## config.mk

```make
export PLATFORM = sky130hd
export DESIGN_NAME = string_escape_utf8_decoder
export DESIGN_NICKNAME = d
export VERILOG_FILES = /design/src/hw/rtl/sud_pkg.sv /design/src/hw/rtl/string_escape_utf8_decoder.sv /design/src/hw/rtl/sud_decoder.sv /design/src/hw/rtl/sud_burst_fifo.sv /design/src/hw/rtl/sud_serializer.sv
export SDC_FILE = /design/constraint.sdc
export NUM_CORES = 1
export LEC_CHECK = 0
export ABC_AREA = 1
export BUFFER_PORTS_ARGS = -buffer_cell sky130_fd_sc_hd__buf_4
export CAP_MARGIN = 40
export CORE_ASPECT_RATIO = 1.2
export CORE_MARGIN = 8
export CORE_UTILIZATION = 37
export CTS_BUF_LIST = sky130_fd_sc_hd__clkbuf_8
export CTS_CLUSTER_SIZE = 25
export DETAILED_ROUTE_END_ITERATION = 6
export SYNTH_ARGS = -nofsm -noshare
export SYNTH_HDL_FRONTEND = slang
export SYNTH_SLANG_ARGS = --single-unit
```

## constraint.sdc

```tcl
create_clock -name i_clk -period 5.3 [get_ports i_clk]
set_input_delay 1.06 -clock i_clk [delete_from_list [all_inputs] [get_ports i_clk]]
set_output_delay 1.06 -clock i_clk [all_outputs]
set_load 0.01 [all_outputs]
```

## src/hw/rtl/sud_pkg.sv

```systemverilog
package sud_pkg;

    // One body character of a literal.
    typedef struct packed {
        logic [7:0] char_code;
        logic       last_char;
    } t_in_item;

    // One decoded result.
    typedef struct packed {
        logic [7:0] byte_out;
        logic       byte_valid;
        logic       run_last;
        logic       literal_end;
        logic [1:0] error_code;
    } t_out_item;

    typedef enum logic [1:0] {
        ERR_NONE   = 2'd0,
        ERR_ESCAPE = 2'd1,
        ERR_RANGE  = 2'd2
    } t_err;

    // Everything one character produces: up to four bytes or one error result.
    typedef struct packed {
        logic [3:0][7:0] bytes;
        logic [1:0]      last_idx;
        logic            is_err;
        t_err            err_code;
        logic            lit_last;
    } t_burst;

    localparam int QUEUE_DEPTH = 2;
    localparam int QUEUE_PTR_W = $clog2(QUEUE_DEPTH);
    localparam int QUEUE_CNT_W = $clog2(QUEUE_DEPTH + 1);

    localparam logic [7:0] CH_BACKSLASH = 8'h5C;

    localparam logic [7:0] UTF8_LEAD2 = 8'b1100_0000;
    localparam logic [7:0] UTF8_LEAD3 = 8'b1110_0000;
    localparam logic [7:0] UTF8_LEAD4 = 8'b1111_0000;
    localparam logic [7:0] UTF8_CONT  = 8'b1000_0000;
    localparam logic [7:0] UTF8_MASK6 = 8'b0011_1111;

    localparam logic [31:0] CP_MAX = 32'h001F_FFFF;

endpackage

```

## src/hw/rtl/string_escape_utf8_decoder.sv

```systemverilog
// Channel   Direction  Handshake                  Payload
// input     in         i_in_valid / o_in_ready    i_in_item  (char_code, last_char)
// output    out        o_out_valid / i_out_ready  o_out_item (byte_out .. error_code)
//
// One character is taken per cycle while the burst queue has room; the
// decoder updates its escape state in the cycle the item is accepted.
// A character yields zero to four result items, sent one per cycle while
// i_out_ready is high; a character that expands to n bytes gives n items.
// Each burst passes through the burst queue, then into the output register.
// Reset is synchronous and active low; it returns to plain character mode.
// A stalled output fills the two-entry burst queue, after which input stalls.
module string_escape_utf8_decoder (
    input  logic               i_clk,
    input  logic               i_rst_n,
    input  logic               i_in_valid,
    output logic               o_in_ready,
    input  sud_pkg::t_in_item  i_in_item,
    output logic               o_out_valid,
    input  logic               i_out_ready,
    output sud_pkg::t_out_item o_out_item
);
    import sud_pkg::*;

    logic   accept;
    logic   push;
    logic   pop;
    logic   full;
    logic   head_valid;
    t_burst burst;
    t_burst head;

    // The queue only needs to refuse input when both entries hold bursts.
    assign o_in_ready = !full;
    assign accept     = i_in_valid && o_in_ready;

    // Escape state machine and UTF-8 encoder: one character in, at most one burst out.
    sud_decoder u_decoder (
        .i_clk    (i_clk),
        .i_rst_n  (i_rst_n),
        .i_accept (accept),
        .i_item   (i_in_item),
        .o_push   (push),
        .o_burst  (burst)
    );

    // Bursts wait here so the input keeps flowing while the output drains.
    sud_burst_fifo u_fifo (
        .i_clk   (i_clk),
        .i_rst_n (i_rst_n),
        .i_push  (push),
        .i_burst (burst),
        .i_pop   (pop),
        .o_full  (full),
        .o_valid (head_valid),
        .o_head  (head)
    );

    // Splits each burst into single-byte items behind the output register.
    sud_serializer u_serializer (
        .i_clk        (i_clk),
        .i_rst_n      (i_rst_n),
        .i_head_valid (head_valid),
        .i_head       (head),
        .o_pop        (pop),
        .o_out_valid  (o_out_valid),
        .i_out_ready  (i_out_ready),
        .o_out_item   (o_out_item)
    );

    // An error item carries no byte and always closes its run and the literal.
    a_err_shape: assert property (@(posedge i_clk) disable iff (!i_rst_n)
        o_out_valid && o_out_item.error_code != ERR_NONE |->
            !o_out_item.byte_valid && o_out_item.run_last && o_out_item.literal_end)
        else $error("error item has wrong shape");

    // A missing byte only ever comes with an error code.
    a_nobyte_err: assert property (@(posedge i_clk) disable iff (!i_rst_n)
        o_out_valid && !o_out_item.byte_valid |-> o_out_item.error_code != ERR_NONE)
        else $error("item without byte and without error");

    // The literal can only close on the final item of a character.
    a_end_run: assert property (@(posedge i_clk) disable iff (!i_rst_n)
        o_out_valid && o_out_item.literal_end |-> o_out_item.run_last)
        else $error("literal end before run end");

endmodule

```

## src/hw/rtl/sud_decoder.sv

```systemverilog
module sud_decoder (
    input  logic              i_clk,
    input  logic              i_rst_n,
    input  logic              i_accept,
    input  sud_pkg::t_in_item i_item,
    output logic              o_push,
    output sud_pkg::t_burst   o_burst
);
    import sud_pkg::*;

    typedef enum logic [4:0] {
        MODE_PLAIN = 5'b00001,
        MODE_SLASH = 5'b00010,
        MODE_HEXB  = 5'b00100,
        MODE_UNI   = 5'b01000,
        MODE_OCT   = 5'b10000
    } t_mode;

    typedef struct packed {
        logic [3:0][7:0] bytes;
        logic [1:0]      last_idx;
    } t_utf8;

    t_mode       r_mode, n_mode;
    logic [3:0]  r_digits, n_digits;
    logic [31:0] r_accum, n_accum;
    logic        r_discard, n_discard;

    logic [7:0]  ch;
    logic        last;
    logic        hex_ok;
    logic [3:0]  hex_val;
    logic        esc_ok;
    logic [7:0]  esc_val;
    logic        is_oct;
    logic [31:0] acc_hex;
    logic [31:0] acc_oct;
    logic [3:0]  digits_dec;
    t_utf8       utf8;
    logic        fire_bytes;
    logic        fire_err;

    function automatic logic [4:0] hex_value(input logic [7:0] c);
        logic [7:0] d;
        begin
            d = 8'd0;
            if (c >= "0" && c <= "9") begin
                d = c - "0";
                return {1'b1, d[3:0]};
            end else if (c >= "A" && c <= "F") begin
                d = c - "A" + 8'd10;
                return {1'b1, d[3:0]};
            end else if (c >= "a" && c <= "f") begin
                d = c - "a" + 8'd10;
                return {1'b1, d[3:0]};
            end
            return 5'd0;
        end
    endfunction

    function automatic logic [8:0] single_letter(input logic [7:0] c);
        unique case (c)
            "a":          return {1'b1, 8'h07};
            "b":          return {1'b1, 8'h08};
            "e":          return {1'b1, 8'h1B};
            "f":          return {1'b1, 8'h0C};
            "n":          return {1'b1, 8'h0A};
            "r":          return {1'b1, 8'h0D};
            "t":          return {1'b1, 8'h09};
            "v":          return {1'b1, 8'h0B};
            CH_BACKSLASH: return {1'b1, 8'h5C};
            8'h27:        return {1'b1, 8'h27};
            8'h22:        return {1'b1, 8'h22};
            default:      return 9'd0;
        endcase
    endfunction

    function automatic t_utf8 encode_utf8(input logic [20:0] cp);
        t_utf8 u;
        begin
            u = '0;
            if (cp < 21'h80) begin
                u.bytes[0] = {1'b0, cp[6:0]};
                u.last_idx = 2'd0;
            end else if (cp < 21'h800) begin
                u.bytes[0] = UTF8_LEAD2 | {3'b0, cp[10:6]};
                u.bytes[1] = UTF8_CONT | ({2'b0, cp[5:0]} & UTF8_MASK6);
                u.last_idx = 2'd1;
            end else if (cp < 21'h10000) begin
                u.bytes[0] = UTF8_LEAD3 | {4'b0, cp[15:12]};
                u.bytes[1] = UTF8_CONT | ({2'b0, cp[11:6]} & UTF8_MASK6);
                u.bytes[2] = UTF8_CONT | ({2'b0, cp[5:0]} & UTF8_MASK6);
                u.last_idx = 2'd2;
            end else begin
                u.bytes[0] = UTF8_LEAD4 | {5'b0, cp[20:18]};
                u.bytes[1] = UTF8_CONT | ({2'b0, cp[17:12]} & UTF8_MASK6);
                u.bytes[2] = UTF8_CONT | ({2'b0, cp[11:6]} & UTF8_MASK6);
                u.bytes[3] = UTF8_CONT | ({2'b0, cp[5:0]} & UTF8_MASK6);
                u.last_idx = 2'd3;
            end
            return u;
        end
    endfunction

    assign ch   = i_item.char_code;
    assign last = i_item.last_char;

    assign {hex_ok, hex_val} = hex_value(ch);
    assign {esc_ok, esc_val} = single_letter(ch);
    assign is_oct     = (ch[7:3] == 5'b00110);
    assign acc_hex    = {r_accum[27:0], hex_val};
    assign acc_oct    = {r_accum[28:0], ch[2:0]};
    assign digits_dec = r_digits - 4'd1;
    assign utf8       = encode_utf8(acc_hex[20:0]);

    always_comb begin
        n_mode     = r_mode;
        n_digits   = r_digits;
        n_accum    = r_accum;
        n_discard  = r_discard;
        fire_bytes = 1'b0;
        fire_err   = 1'b0;
        o_burst    = '0;
        o_burst.lit_last = last;

        if (i_accept) begin
            if (r_discard) begin
                if (last) begin
                    n_discard = 1'b0;
                end
                n_mode   = MODE_PLAIN;
                n_digits = 4'd0;
                n_accum  = 32'd0;
            end else begin
                unique case (r_mode)
                    MODE_SLASH: begin
                        if (esc_ok) begin
                            fire_bytes       = 1'b1;
                            o_burst.bytes[0] = esc_val;
                        end else if (ch == "x" || ch == "u" || ch == "U" || is_oct) begin
                            if (ch == "x") begin
                                n_mode   = MODE_HEXB;
                                n_digits = 4'd2;
                                n_accum  = 32'd0;
                            end else if (ch == "u") begin
                                n_mode   = MODE_UNI;
                                n_digits = 4'd4;
                                n_accum  = 32'd0;
                            end else if (ch == "U") begin
                                n_mode   = MODE_UNI;
                                n_digits = 4'd8;
                                n_accum  = 32'd0;
                            end else begin
                                n_mode   = MODE_OCT;
                                n_digits = 4'd2;
                                n_accum  = {29'd0, ch[2:0]};
                            end
                            if (last) begin
                                fire_err         = 1'b1;
                                o_burst.err_code = ERR_ESCAPE;
                            end
                        end else begin
                            fire_err         = 1'b1;
                            o_burst.err_code = ERR_ESCAPE;
                        end
                    end
                    MODE_HEXB, MODE_UNI: begin
                        if (!hex_ok || r_digits == 4'd0) begin
                            fire_err         = 1'b1;
                            o_burst.err_code = ERR_ESCAPE;
                        end else begin
                            n_accum  = acc_hex;
                            n_digits = digits_dec;
                            if (digits_dec == 4'd0) begin
                                if (r_mode == MODE_HEXB) begin
                                    fire_bytes       = 1'b1;
                                    o_burst.bytes[0] = acc_hex[7:0];
                                end else if (acc_hex > CP_MAX) begin
                                    fire_err         = 1'b1;
                                    o_burst.err_code = ERR_RANGE;
                                end else begin
                                    fire_bytes       = 1'b1;
                                    o_burst.bytes    = utf8.bytes;
                                    o_burst.last_idx = utf8.last_idx;
                                end
                            end else if (last) begin
                                fire_err         = 1'b1;
                                o_burst.err_code = ERR_ESCAPE;
                            end
                        end
                    end
                    MODE_OCT: begin
                        if (!is_oct || r_digits == 4'd0) begin
                            fire_err         = 1'b1;
                            o_burst.err_code = ERR_ESCAPE;
                        end else begin
                            n_accum  = acc_oct;
                            n_digits = digits_dec;
                            if (digits_dec == 4'd0) begin
                                fire_bytes       = 1'b1;
                                o_burst.bytes[0] = acc_oct[7:0];
                            end else if (last) begin
                                fire_err         = 1'b1;
                                o_burst.err_code = ERR_ESCAPE;
                            end
                        end
                    end
                    default: begin
                        if (ch == CH_BACKSLASH) begin
                            n_mode   = MODE_SLASH;
                            n_digits = 4'd0;
                            n_accum  = 32'd0;
                            if (last) begin
                                fire_err         = 1'b1;
                                o_burst.err_code = ERR_ESCAPE;
                            end
                        end else begin
                            fire_bytes       = 1'b1;
                            o_burst.bytes[0] = ch;
                        end
                    end
                endcase

                // Any result ends the escape in progress.
                if (fire_bytes || fire_err) begin
                    n_mode   = MODE_PLAIN;
                    n_digits = 4'd0;
                    n_accum  = 32'd0;
                end
                if (fire_err) begin
                    o_burst.is_err   = 1'b1;
                    o_burst.bytes    = '0;
                    o_burst.last_idx = 2'd0;
                    n_discard        = !last;
                end
            end
        end
    end

    assign o_push = fire_bytes || fire_err;

    always_ff @(posedge i_clk) begin
        if (!i_rst_n) begin
            r_mode    <= MODE_PLAIN;
            r_digits  <= 4'd0;
            r_accum   <= 32'd0;
            r_discard <= 1'b0;
        end else begin
            r_mode    <= n_mode;
            r_digits  <= n_digits;
            r_accum   <= n_accum;
            r_discard <= n_discard;
        end
    end

endmodule

```

## src/hw/rtl/sud_burst_fifo.sv

```systemverilog
module sud_burst_fifo (
    input  logic            i_clk,
    input  logic            i_rst_n,
    input  logic            i_push,
    input  sud_pkg::t_burst i_burst,
    input  logic            i_pop,
    output logic            o_full,
    output logic            o_valid,
    output sud_pkg::t_burst o_head
);
    import sud_pkg::*;

    t_burst                 r_mem [QUEUE_DEPTH];
    logic [QUEUE_PTR_W-1:0] r_wr, r_rd;
    logic [QUEUE_CNT_W-1:0] r_cnt;

    assign o_full  = (r_cnt == QUEUE_CNT_W'(QUEUE_DEPTH));
    assign o_valid = (r_cnt != '0);
    assign o_head  = r_mem[r_rd];

    always_ff @(posedge i_clk) begin
        if (i_push) begin
            r_mem[r_wr] <= i_burst;
        end
    end

    always_ff @(posedge i_clk) begin
        if (!i_rst_n) begin
            r_wr  <= '0;
            r_rd  <= '0;
            r_cnt <= '0;
        end else begin
            if (i_push) begin
                r_wr <= (r_wr == QUEUE_PTR_W'(QUEUE_DEPTH - 1)) ? '0 : r_wr + 1'b1;
            end
            if (i_pop) begin
                r_rd <= (r_rd == QUEUE_PTR_W'(QUEUE_DEPTH - 1)) ? '0 : r_rd + 1'b1;
            end
            r_cnt <= r_cnt + QUEUE_CNT_W'(i_push) - QUEUE_CNT_W'(i_pop);
        end
    end

endmodule

```

## src/hw/rtl/sud_serializer.sv

```systemverilog
module sud_serializer (
    input  logic               i_clk,
    input  logic               i_rst_n,
    input  logic               i_head_valid,
    input  sud_pkg::t_burst    i_head,
    output logic               o_pop,
    output logic               o_out_valid,
    input  logic               i_out_ready,
    output sud_pkg::t_out_item o_out_item
);
    import sud_pkg::*;

    logic [1:0] r_idx;
    logic       r_valid;
    t_out_item  r_out;
    t_out_item  n_out;
    logic       load;
    logic       at_end;

    assign load   = i_head_valid && (!r_valid || i_out_ready);
    assign at_end = i_head.is_err || (r_idx == i_head.last_idx);
    assign o_pop  = load && at_end;

    always_comb begin
        n_out             = '0;
        n_out.run_last    = at_end;
        n_out.literal_end = at_end && (i_head.is_err || i_head.lit_last);
        if (i_head.is_err) begin
            n_out.error_code = i_head.err_code;
        end else begin
            n_out.byte_out   = i_head.bytes[r_idx];
            n_out.byte_valid = 1'b1;
        end
    end

    always_ff @(posedge i_clk) begin
        if (load) begin
            r_out <= n_out;
        end
    end

    always_ff @(posedge i_clk) begin
        if (!i_rst_n) begin
            r_valid <= 1'b0;
            r_idx   <= 2'd0;
        end else begin
            if (load) begin
                r_valid <= 1'b1;
                r_idx   <= at_end ? 2'd0 : r_idx + 2'd1;
            end else if (i_out_ready) begin
                r_valid <= 1'b0;
            end
        end
    end

    assign o_out_valid = r_valid;
    assign o_out_item  = r_out;

endmodule

```

### Yosys cells after proc, flatten, opt, wreduce, memory -nomap -nowiden

Memory sizes are Yosys's and may differ from the RTL's. A register that Yosys moved wholly into a read port is not among the register bits.
Cells that the tools add are included.

* add/subtract/negate cells: 11
* order comparisons: 11
* equal/unequal tests: 26
* muxes and demuxes: 117
* reductions and logical operators: 32

Operators by type and width (number)
* two-way mux 28 bit: 7
* two-way mux 34 bit: 3
* case mux 9 bit (11 select lines): 1
* equality test 8 x 7 -> 1 bit (second input constant): 12
* two-way mux 24 bit: 4
* case mux 28 bit (3 select lines): 1
* two-way mux 37 bit: 2
* two-way mux 5 bit: 12
* two-way mux 8 bit: 7
* two-way mux 26 bit: 2
* two-way mux 1 bit: 44
* two-way mux 4 bit: 10
* two-way mux 35 bit: 1
* greater-than comparator 32 x 21 -> 1 bit (second input constant): 1
* case mux 8 bit (3 select lines): 1
* less-than comparator 21 x 12 -> 1 bit (second input constant): 1
* less-than comparator 21 x 17 -> 1 bit (second input constant): 1
* less-than comparator 21 x 8 -> 1 bit (second input constant): 1
* two-way mux 2 bit: 10
* two-way mux 18 bit: 1
* binary-select mux 8 bit (select 2 bit): 1
* equality test 8 x 6 -> 1 bit (second input constant): 2
* >= comparator 8 x 7 -> 1 bit (second input constant): 2
* less-or-equal comparator 8 x 7 -> 1 bit (second input constant): 2
* other kinds (36): 68

* register bits after elaboration: 58
* RAM bits: 76
* input bits: 13
* output and inout bits: 15
* memories kept: 1

Memories
* u_fifo.r_mem: words 2, bits a word 38, read ports 1, clocked after memory_dff 1, write ports 1, RTL line sud_burst_fifo.sv:13 `t_burst r_mem [QUEUE_DEPTH];`

### Longest topological paths before layout

* depth after elaboration: 20
* mapped depth: 19
* gate-level depth less buffers: 19

### Modules after synthesis

Synthesis repeated with hierarchy kept, for this count alone.

* cells, all modules: 839
* area, all modules: 7433.4 um2

Modules (own cells, without submodules)
* sud_decoder: instances 1, cells each 576, area an instance 3484.6 um2
* sud_burst_fifo: instances 1, cells each 151, area an instance 3049.2 um2
* sud_serializer: instances 1, cells each 109, area an instance 885.8 um2
* string_escape_utf8_decoder: instances 1, cells each 3, area an instance 13.8 um2

### Least setup slack after synthesis

Ideal clock, no wire load.

* kind: input-to-reg
* start: input i_in_item[1] (netlist bit)
* end: memory u_fifo.r_mem[1][0] (netlist bit), enable pin
* setup time: 0.427 ns
* data arrival time: 3.986 ns
* required time: 4.873 ns
* setup slack: 0.887 ns
* stages on the path: 15
* path buffers: 0
* path through: inv_1 -> ha_1 -> o21ai_1 -> nand2_1 -> nand2_2 -> nand2_4 -> nand2_4 -> nand3b_1 -> nand3_1 -> nand2_1 -> nand2_1 -> inv_2 -> nor2_2 -> inv_1 -> nor2_1

* longest elaborated chain between the ends: 19

RTL lines
* from (decl): RTL line string_escape_utf8_decoder.sv:17 `input sud_pkg::t_in_item i_in_item,`
* subtractor 4 x 1 -> 4 bit (tied with other cells): RTL line sud_decoder.sv:51, sud_decoder.sv:54
* adder 4 bit or logical AND 1 bit (tied branches): RTL line sud_decoder.sv:51, sud_decoder.sv:54, sud_decoder.sv:53
* two-way mux 5 bit or two-way mux 1 bit (tied branches): RTL line sud_decoder.sv:53 `end else if (c >= "a" && c <= "f") begin`
* two-way mux 5 bit or two-way mux 1 bit (tied branches): RTL line sud_decoder.sv:50 `end else if (c >= "A" && c <= "F") begin`
* two-way mux 5 bit or two-way mux 1 bit (tied branches): RTL line sud_decoder.sv:47 `if (c >= "0" && c <= "9") begin`
* two-way mux 5 bit: RTL line sud_decoder.sv:57 `return 5'd0;`
* greater-than comparator 32 x 21 -> 1 bit: RTL line sud_decoder.sv:178 `end else if (acc_hex > CP_MAX) begin`
* two-way mux 1 bit: RTL line sud_decoder.sv:178
* (+3 left out)
* case mux 1 bit (3 select lines): RTL line sud_decoder.sv:135 `unique case (r_mode)`
* two-way mux 1 bit: RTL line sud_decoder.sv:127 `if (r_discard) begin`
* two-way mux 1 bit: RTL line sud_decoder.sv:126 `if (i_accept) begin`
* two-way mux 1 bit: RTL line sud_decoder.sv:127
* two-way mux 1 bit: RTL line sud_decoder.sv:126
* logical OR 1 bit (*): RTL line sud_decoder.sv:240 `assign o_push = fire_bytes || fire_err;`
* two-way mux 1 bit (*): RTL line sud_burst_fifo.sv:22 `if (i_push) begin`
* two-way mux 1 bit (implied by the code) (*): RTL line sud_burst_fifo.sv:23 `r_mem[r_wr] <= i_burst;`
* to (decl): RTL line sud_burst_fifo.sv:13

Mark *: on every way between the ends. The rest lies on a longest branch, timed or not. The select of a mux whose other input is x is not followed.

### Worst setup path in the final report

* start: register u_decoder.r_mode[2]
* end: memory u_fifo.r_mem[0][7] (netlist bit), enable pin

* longest elaborated chain between the ends: 12

RTL lines
* from (decl): RTL line sud_decoder.sv:24 `t_mode r_mode, n_mode;`
* from (signal assigned): RTL line sud_decoder.sv:249 `r_mode <= n_mode;`
* equality test 5 x 3 -> 1 bit: RTL line sud_decoder.sv:135, sud_decoder.sv:175
* two-way mux 1 bit: RTL line sud_decoder.sv:175 `if (r_mode == MODE_HEXB) begin`
* two-way mux 1 bit: RTL line sud_decoder.sv:174 `if (digits_dec == 4'd0) begin`
* two-way mux 1 bit: RTL line sud_decoder.sv:168 `if (!hex_ok || r_digits == 4'd0) begin`
* case mux 1 bit (3 select lines): RTL line sud_decoder.sv:135
* two-way mux 1 bit: RTL line sud_decoder.sv:127
* two-way mux 1 bit: RTL line sud_decoder.sv:126
* two-way mux 1 bit: RTL line sud_decoder.sv:127
* two-way mux 1 bit: RTL line sud_decoder.sv:126
* logical OR 1 bit (*): RTL line sud_decoder.sv:240
* two-way mux 1 bit (*): RTL line sud_burst_fifo.sv:22
* two-way mux 1 bit (implied by the code) (*): RTL line sud_burst_fifo.sv:23

Marks and branches as above.

==> metrics <==
Final setup viols=0; IO buf count=27; worst min path class=register to register; initial antenna violation count=0; hold buffer count at cts=0; #FFs+latches synth=127; Clk network pwr share=0.269; CP Cell Sequence=inv_1 > nand2_1 > nor3_4 > inv_2 > nand2_1 > nor2_2 > nand3_1 > nor2_1 > nor2_4 > nand2_1 > inv_2 > nor2_2 > inv_1 > nor2_2 > buf_12; row count=54; ant diodes=0; DRC violations left=0; hpwl dp=12700 um; IO Count=28; status=finished clean; Die H=164 um; P&R area growth vs syn=12.3%; MaxCap Viol Count=0; Crit path max-delay family=simple AND/OR/NAND/NOR gates; Mapped Cells=820; Power Internal=1.98 mW; largest net degree at the start of global routing=38; slowest cell delay on critical path=0.49 ns; vias in the first global route=5659; setup ws final=1.34 ns; Worst Setup Start Kind=register; Total GRT Usage=0.161; most common cell after layout, fill and taps aside=nand2_1; Initial Utilization=0.374; most frequent cells in the layout=130 x nand2_1, 112 x nor2_1, 90 x inv_1; clock transition at the registers of the reported paths=0.08 ns; Synth Area in Compound Gates=0.162; setup bufs post-CTS=0; maximum VDD drop=163 uV; register share of total power=0.427; Post-CTS Resized=0; Synthesis Warnings=0; fmax=253 MHz; H-tree Lvls=4; CTS tree=built; switching pwr=1.07 mW; Crit Path Category=register to register; Slew Viols, Final=0; clk_skew=0.0167 ns; RSZ-0062 raised after global routing=false; post-synthesis mux area share=0; setup TNS=0 ns; Die Area=22800 um^2; leakage power=2.94 nW; drt pass-1 iters=5; Max-slew headroom=0.516; r2r startpoint=u_decoder.r_mode[2]$_SDFFE_PN0P_; Post-Synth Adder-Cell Area=0.0167; core area=18000 um^2; Max clock buf depth=2; xor and xnor area share after synthesis=0.00519; asr flop ratio synth=0; Setup WS pre-CTS=1.12 ns; mapped cell area=6750 um^2; Hold Vio Cnt, Final=0; Crit. End Element=register; final period utilization=0.747; final wirelength=18200 um; post-synth net total=842; global-route wire length before repair=29000 um; Post-synth EDFFs=81; DRT iter0 DRCs=510; pwr/cell area=403 nW/um^2; largest family of logic cells by synthesized area=simple AND/OR/NAND/NOR gates; CTS Sinks=127; Worst-Skew Late Latency=0.46 ns; WP data required=5.45 ns; WL/cell=16.8 um; CP max FO=31; Worst path slowest cell=nor2_2; Die Wd=139 um; Setup crit start=u_decoder.r_mode[2]$_SDFFE_PN0P_; nets=863; WP buf/inv=5; register area share after synthesis=0.497; Post-Synth Simple-Gate Area=0.240; CTS Buf Count=17; post-route ant nets=0; Distinct cells, synth=45; RePlAce Congestion=0.957; share of layout cells above drive strength 1=0.117; prevailing post-synth register cell=edfxtp_1; Switching Fraction=0.352; vias=5890; GRT overflow=0; Combinational Power Share=0.305; fin crit period=3.96 ns; Least-Margin Pin Slew=0.724 ns; critical path arrival=4.10 ns; hold_sp=u_fifo.r_rd$_SDFFE_PN0P_; vias per cell=5.46; root buf cell=clkbuf_8; synthesized area per cell=8.23 um^2
==> flip-flops by register name, summed over array words and instances, names as in the netlist, named ones only <==
signal	count
u_fifo.r_rd	1
u_fifo.r_cnt	2
u_decoder.r_accum	28
u_decoder.r_discard	1
u_serializer.o_out_item	13
u_fifo.r_mem	68
u_decoder.r_digits	4
u_fifo.r_wr	1
u_serializer.r_idx	2
u_decoder.r_mode	5
u_serializer.o_out_valid	1
==> power by group through the flow <==
stage / registers, mW / clock network [mW] / logic (mW)
floorplan: 1.35 / 0 / 0.568
global placement: 1.32 / 0 / 0.933
detailed placement: 1.32 / 0 / 0.944
CTS: 1.30 / 0.836 / 0.944
global route: 1.32 / 0.877 / 1.04
finish: 1.30 / 0.820 / 0.930
==> metrics by stage <==
| stage | utilization | instance area (um^2) | hold WS [ns] | instances | power, mW |
|---|---|---|---|---|---|
| finish | 0.420 | 7580 | 0.443 | 1078 | 3.05 |
| global route | 0.420 | 7580 | 0.492 | 1078 | 3.23 |
| detailed placement | 0.399 | 7200 | 0.441 | 1046 | 2.27 |
| floorplan | - | 6750 | 0.426 | 820 | 1.92 |
| global placement | 0.397 | 7160 | 0.442 | 1044 | 2.26 |
| CTS | 0.420 | 7580 | 0.445 | 1078 | 3.08 |
==> worst register-to-register path, cell delays in order, from the launching register on <==
cell,delay (ns)
dfxtp_1,0.35
inv_1,0.06
nand2_1,0.13
nor3_4,0.09
inv_2,0.37
nand2_1,0.25
nor2_2,0.49
nand3_1,0.21
nor2_1,0.29
nor2_4,0.11
nand2_1,0.10
inv_2,0.22
nor2_2,0.22
inv_1,0.10
nor2_2,0.38
buf_12,0.26
==> path summary, 6_finish.rpt <==
| kind | endpoint | slack (ns) | depth (start not counted) |
|---|---|---|---|
| max | u_fifo.r_mem[0][7]$_DFFE_PP_ | 1.34 | 15 |
| min | register | 0.44 | 1 |
| max reg2reg | u_fifo.r_mem[0][7]$_DFFE_PP_ | 1.34 | 15 |
| min reg2reg | register | 0.44 | 1 |
==> cell type report <==
type / count / area, um^2
Timing Repair Buffer: 39 / 333
Sequential cell: 127 / 3350
Fill cell: 1789 / 10500
Inverter: 97 / 364
Clock buffer: 17 / 234
Tap cell: 224 / 280
Multi-Input combinational cell: 559 / 2870
Clock inverter: 15 / 148
==> cells by family (layout without fill, tap and decap cells) <==
| group | count (synthesis) | in the layout |
|---|---|---|
| adders and majority gates | 9 | 9 |
| DFF | 127 | 127 |
| AOI/OAI and AO/OA | 188 | 188 |
| buffers and inverters | 134 | 168 |
| and+or+nand+nor | 358 | 358 |
| xor gates and xnor gates | 4 | 4 |
==> routing by layer <==
metal,part of all wire,routed length (um),track usage
met1,0.43,7810,0.185
met2,0.50,9020,0.283
met3,0.045,813,0.0346
met4,0.028,505,0.0725
met5,0,0,0
==> cell usage after synthesis (all sizes together) (4+ instances only) <==
master / n / area (um^2)
dfxtp: 46 / 921
nor2: 123 / 503
a31oi: 9 / 56.3
ha: 9 / 113
nand3: 38 / 195
a211oi: 6 / 45.0
nand2: 136 / 546
nor3: 18 / 106
buf: 12 / 73.8
o22ai: 42 / 269
o221ai: 5 / 43.8
inv: 95 / 357
nand4: 38 / 238
clkbuf: 25 / 93.8
o21ai: 63 / 315
a21oi: 49 / 245
xor2: 4 / 35.0
or2: 4 / 27.5
edfxtp: 81 / 2430
No activity file was read; power rests on OpenSTA's default activity.
